File: src/pic_pkg.sv
// Shared types and constants for the priority interrupt controller.
// Holds the register map, operation codes and the store control struct.
// No dependencies.
package pic_pkg;

   localparam int LINE_COUNT_DEF = 128;

   localparam logic [1:0] OP_READ  = 2'd0;
   localparam logic [1:0] OP_WRITE = 2'd1;
   localparam logic [1:0] OP_EVENT = 2'd2;

   localparam logic [31:0] ID_WORD  = 32'h0031_C011;
   localparam logic [31:0] ALL_ONES = 32'hFFFF_FFFF;

   localparam logic [11:0] OFS_ID      = 12'h000;
   localparam logic [11:0] OFS_FIQ_ACK = 12'h008;
   localparam logic [11:0] OFS_IRQ_ACK = 12'h014;
   localparam logic [11:0] OFS_FIQ_NUM = 12'h018;
   localparam logic [11:0] OFS_IRQ_NUM = 12'h01C;
   localparam logic [11:0] OFS_TABLE   = 12'h030;

   // Write strobes and pending-bit write data for the line store
   typedef struct packed {
      logic prio_we;
      logic pend_we;
      logic pend_wdata;
   } store_ctl_type;

endpackage

File: src/pic_store.sv
// Line store: priority words and pending bits in two synchronous memories.
// One write and one read port each, read data registered; per-entry valid
// bits make never-written entries read as zero. Depends on pic_pkg.
module pic_store #(
   parameter int LINE_COUNT = pic_pkg::LINE_COUNT_DEF,
   parameter int IDX_W      = $clog2(LINE_COUNT)
) (
   input  logic                  clock,
   input  logic                  reset,
   input  pic_pkg::store_ctl_type ctl,
   input  logic [IDX_W-1:0]      wr_idx,
   input  logic [31:0]           prio_wdata,
   input  logic [IDX_W-1:0]      rd_idx,
   output logic [31:0]           prio_rdata,
   output logic                  pend_rdata
);
   import pic_pkg::*;

   logic [31:0]           prio_mem [LINE_COUNT];
   logic                  pend_mem [LINE_COUNT];
   logic [LINE_COUNT-1:0] prio_vld_ff;
   logic [LINE_COUNT-1:0] pend_vld_ff;
   logic [31:0]           prio_q_ff;
   logic                  pend_q_ff;
   logic                  prio_qv_ff;
   logic                  pend_qv_ff;

   always_ff @(posedge clock) begin
      if (ctl.prio_we) begin
         prio_mem[wr_idx] <= prio_wdata;
      end
      if (ctl.pend_we) begin
         pend_mem[wr_idx] <= ctl.pend_wdata;
      end
      prio_q_ff <= prio_mem[rd_idx];
      pend_q_ff <= pend_mem[rd_idx];
   end

   always_ff @(posedge clock) begin
      if (reset) begin
         prio_vld_ff <= '0;
         pend_vld_ff <= '0;
         prio_qv_ff  <= 1'b0;
         pend_qv_ff  <= 1'b0;
      end else begin
         if (ctl.prio_we) begin
            prio_vld_ff[wr_idx] <= 1'b1;
         end
         if (ctl.pend_we) begin
            pend_vld_ff[wr_idx] <= 1'b1;
         end
         prio_qv_ff <= prio_vld_ff[rd_idx];
         pend_qv_ff <= pend_vld_ff[rd_idx];
      end
   end

   assign prio_rdata = prio_qv_ff ? prio_q_ff : '0;
   assign pend_rdata = pend_qv_ff & pend_q_ff;

endmodule

File: config.mk
export PLATFORM = sky130hd
export DESIGN_NAME = pic_store
export DESIGN_NICKNAME = d
export VERILOG_FILES = /design/src/pic_pkg.sv /design/src/pic_store.sv
export SDC_FILE = /design/constraint.sdc
export NUM_CORES = 2
export LEC_CHECK = 0
export BUFFER_PORTS_ARGS = -buffer_cell sky130_fd_sc_hd__buf_2
export CAP_MARGIN = 40
export CORE_MARGIN = 2
export CORE_UTILIZATION = 30
export DETAILED_ROUTE_END_ITERATION = 12
export GPL_TIMING_DRIVEN = 0
export MAX_ROUTING_LAYER = met4
export PLACE_DENSITY = 0.41
export SETUP_SLACK_MARGIN = 0.05
export SYNTH_ARGS = -nofsm -noshare
export SYNTH_HDL_FRONTEND = slang
export SYNTH_MEMORY_MAX_BITS = 65536
export SYNTH_SLANG_ARGS = --single-unit
File: constraint.sdc
create_clock -name clock -period 4.27 [get_ports clock]
set_input_delay 0.2135 -clock clock [delete_from_list [all_inputs] [get_ports clock]]
set_output_delay 0.2135 -clock clock [all_outputs]
set_load 0.005 [all_outputs]
# Yosys cells after proc, flatten, opt, wreduce, memory -nomap -nowiden
# Memories as Yosys holds them, arrays and structs flattened. A register that Yosys moved wholly into a read port is not among the register bits.
# Cells that the tools add are included.
word_totals:
  reg_bits: 258
  ram_bits: 4224
  word_cells: 24
  memories: 2
mem_list:
  columns: ["name", "depth", "word_bits", "read_ports", "rd_ports_with_merged_regs", "write_ports", "line_no", "rtl"]
  rows:
  - ["prio_mem", 128, 32, 1, 1, 1, "pic_store.sv:19", "logic [31:0] prio_mem [LINE_COUNT];"]
  - ["pend_mem", 128, 1, 1, 1, 1, "pic_store.sv:20", "logic pend_mem [LINE_COUNT];"]
op_classes:
  n_lt_le_gt_ge: 3
  muxes: 11
  bitwise: 3
  n_reduce_logical: 1
op_table:
  columns: ["cell", "n"]
  rows:
  - ["128-bit OR", 2]
  - ["32-bit 2-to-1 mux", 1]
  - ["7-bit by 8-bit < comparator with 1-bit output (second input constant)", 2]
  - ["1-bit binary-select mux with 7-bit select", 2]
  - ["1-bit demux with 7-bit select", 1]
  - ["7-bit by 1-bit greater-or-equal comparator with 1-bit output (second input constant)", 1]
  - ["1-bit 2-to-1 mux", 7]
  - ["1-bit bitwise AND", 1]
  - ["1-bit logical AND", 1]

# Logic depth before layout (Yosys ltp)
depth:
  depth_word: 5
  depth_mapped: 10
  mapped_depth_nobuf: 5

# Worst setup path after synthesis
# Ideal clock, no wire load.
synth_path:
  path_kind: "input -> register"
  startpoint: "input wr_idx[0]"
  endpoint: "memory prio_mem[94][0] (enable)"
  setup_ns: 0.423
  arrival_ns: 2.472
  required_ns: 3.847
  slack_ns: 1.375
  path_stages: 5
  path_buffers: 2
  cell_sequence: "clkbuf_1 -> nor2b_1 -> nand3_1 -> clkbuf_1 -> nor2_1"
synth_lines:
  columns: ["item", "line_no", "rtl"]
  rows:
  - ["start: declaration", "pic_store.sv:11", "input logic [IDX_W-1:0] wr_idx,"]
  - ["end: declaration", "pic_store.sv:19", null]
# No word-level cell before the write port.

==> reports/results.txt <==
post-synthesis mux area share = 0.1604
layout cells sized above 1 = 0.2979
post-route clock skew = 70.36 ps
global route overflow = 0
Sink Count = 4,515
top cell type's share of synthesized area = 0.7380
Worst Tran Pin Value = 1012 ps
final period utilization = 0.9762
worst vdd ir = 372.6 uV
Setup-failing EPs final = 0
drt drc = 0
Netlist cell types = 34
Worst-path clk slew = 60 ps
Starting Density = 0.3006
largest family of logic cells by synthesized area = multiplexers
met2 wire length = 276,900 um
row cnt = 278
commonest cells in the netlist = 4,224 x edfxtp_1, 1,021 x mux4_2, 793 x nor2_1, 330 x mux2_2, 291 x dfxtp_1
Final Max Slew Viols = 0
via density per instance = 5.107
critical path class = primary input to flop
Die ar. = 579,000 um2
peak per-stage delay on the critical path = 720 ps
RSZ-0062 raised after global routing = false
Die X = 760.9 um
ANT nets after route = 0
CTS max path bufs = 4
Met1 Wirelength = 246,900 um
Core Footprint = 571,800 um2
GPL Wtd Cong = 0.9312
yosys warns = 0
flops & latches, synth = 4,515
max-cap violations = 0
CTS Buf Count = 479
fraction of registers with async set/reset = 0
final WL = 568,900 um
initial antenna violation count = 59
endpoints failing hold = 0
Area Overhead vs Synth = 19.45%
crit path DAT = 5010 ps
Clk Tree Root Cell = clkbuf_16
Slew headroom = 0.3255
Finished Core Util = 0.3590
Synth Area per Inst = 21.04 um2
global-route wire length before repair = 774,000 um
worst path cell trace = buf_2 -> buf_12 -> buf_2 -> buf_2 -> buf_1 -> mux4_2 -> nand3_1 -> nand4_1 -> a221oi_1 -> buf_4 -> nand4_1
CP Max Fanout = 10
port bufs = 77
HP Class = primary input to flop
crit end category = flop
DR WL/cell = 33.26 um
Leakage = 0.06345 uW
syn_nets = 8,219
Worst EP required = 5110 ps
Synth Area in Compound Gates = 0.02432
Post-Synth XOR/XNOR Area = 0
area of placed instances = 189,000 um2
Placed Instances = 16,131
adder-cell share of the synthesized area = 0
Syn Std Cell Area = 171,900 um2
nature of the critical path startpoint = primary input
vias in the first global route = 89,324
total track usage = 0.1981
Finished Cell Area = 205,300 um2
top-count cell post-synth = edfxtp_1
Synth area leader = edfxtp_1
hpwl dp = 406,800 um
post-synthesis simple-gate area fraction = 0.02995
Post-synth EDFFs = 4,224
Pwr Density = 466.0 nW/um2
Crit path top cell by count = buf_2
first drt pass iteration count = 5
largest net degree at the start of global routing = 81
post-route setup slack = 101.7 ps
status = complete, no violations
H-tree depth = 5
FMAX = 239.9 MHz
Placement Setup Slack = -1353 ps
commonest register cell after synthesis = edfxtp_1
setup TNS = 0 ps
Detailed Route Iter0 Violations = 9,114
Clock Latency Late Sink = 1050 ps
Vias = 87,360
Reg2Reg Setup Slack = 1260 ps
Post-Syn Instances = 8,168
Period minus WS final = 4168 ps
Nets = 9,153
Area contributors post-synth = edfxtp_1 74%, mux4_2 13%, dfxtp_1 3.4%
highest metal used = met4
io pins = 84
Post-Layout Cell Count = 17,107
CTS tree = done
Worst path slowest cell = a221oi_1
Seq/Total Area, Yosys = 0.7719
metal3 WL = 29,090 um
Vert. Die Dim = 760.9 um
## flip-flops by register name, indices dropped and copies added, names as in the netlist
signal and flops:
pend_vld_ff 128, pend_mem 128, prio_qv_ff 1, prio_mem 4096, prio_vld_ff 128, pend_q_ff 1
pend_qv_ff 1, prio_q_ff 32
## where the power goes
part	total [uW]	internal [uW]	switching, uW	leakage (uW)
clock network	41800	24000	17900	0.00765
registers	48600	48600	54.0	0.0403
logic	5250	1720	3520	0.0155
## placed cells by master, fill, tap and decap left out, drive strengths merged
cell | synthesis | layout
a21oi | 66 | 66
a221o | 66 | 66
a221oi | 33 | 33
a22oi | 69 | 69
and2 | 35 | 35
and3 | 2 | 2
and3b | 1 | 1
buf | 231 | 636
bufinv | 0 | 46
clkbuf | 260 | 861
clkdlybuf4s15 | 0 | 1
clkinv | 0 | 220
clkinvlp | 0 | 15
dfxtp | 291 | 291
diode | 0 | 29
dlygate4sd3 | 0 | 46
edfxtp | 4224 | 4224
inv | 0 | 16
mux2 | 330 | 330
mux2i | 86 | 86
mux4 | 1021 | 1021
nand2 | 28 | 28
nand2b | 71 | 71
nand3 | 152 | 152
nand4 | 75 | 75
nor2 | 793 | 793
nor2b | 17 | 17
nor3 | 1 | 1
nor3b | 2 | 2
o211ai | 2 | 2
o21ai | 6 | 6
o21ba | 25 | 25
o221ai | 138 | 138
o22a | 3 | 3
o22ai | 136 | 136
or2 | 4 | 4
## metal layers
layer,GRT usage,vias to the layer above
met5,-,-
met4,0.04967,0
met3,0.02890,686
met2,0.3206,2660
met1,0.2639,48072
li1,-,35942
## cells by family (layout without fill, tap and decap cells)
kind of cell	Yosys count	after routing
other cells	0	29
compound gates	544	544
simple gates	1181	1181
buf+inv	491	1841
mux	1437	1437
flops	4515	4515
## worst max-delay path, delay by kind of cell
family | cells | cell delay, ps
AO/OA/AOI/OAI | 1 | 720
multiplexers | 1 | 420
AND/OR/NAND/NOR | 3 | 910
buffers and inverters | 6 | 2640
## metrics by stage
stage | hold WS (ps) | power [uW]
after floorplan | 312.4 | 51790
after global placement | 445.8 | 54550
after detailed placement | 456.4 | 54870
after CTS | 59.40 | 96680
after global routing | 136.1 | 98430
final | 162.7 | 95670
## repair_timing
item | in CTS | in global routing
setup endpoints to repair | 13 | 2
gates resized for setup | 11 | 4
pin swaps | 0 | 0
buffers inserted | 0 | 0
hold endpoints to repair | 3634 | 0
hold buffers | 46 | 0
## cell type report
type,count,area (um2)
plain buffers,491,2332
clock buffers,600,12780
clock inverters,297,2897
diodes,29,72.57
repair buffers,453,7108
flip-flops and latches,4515,132700
fillers,52863,366600
multi-input cells,3162,37970
well taps,7560,9459
## final timing paths
| kind | from | end | cells past startpoint |
|---|---|---|---|
| worst max-delay path | rd_idx[1] | prio_q_ff[10] | 11 |
| worst min-delay path | prio_wdata[5] | prio_mem[7][5] | 2 |
| worst max register to register | prio_mem[39][22] | prio_q_ff[22] | 5 |
| worst min register to register | pend_vld_ff[79] | pend_vld_ff[79] | 2 |
(Power assumes the default switching activity.)
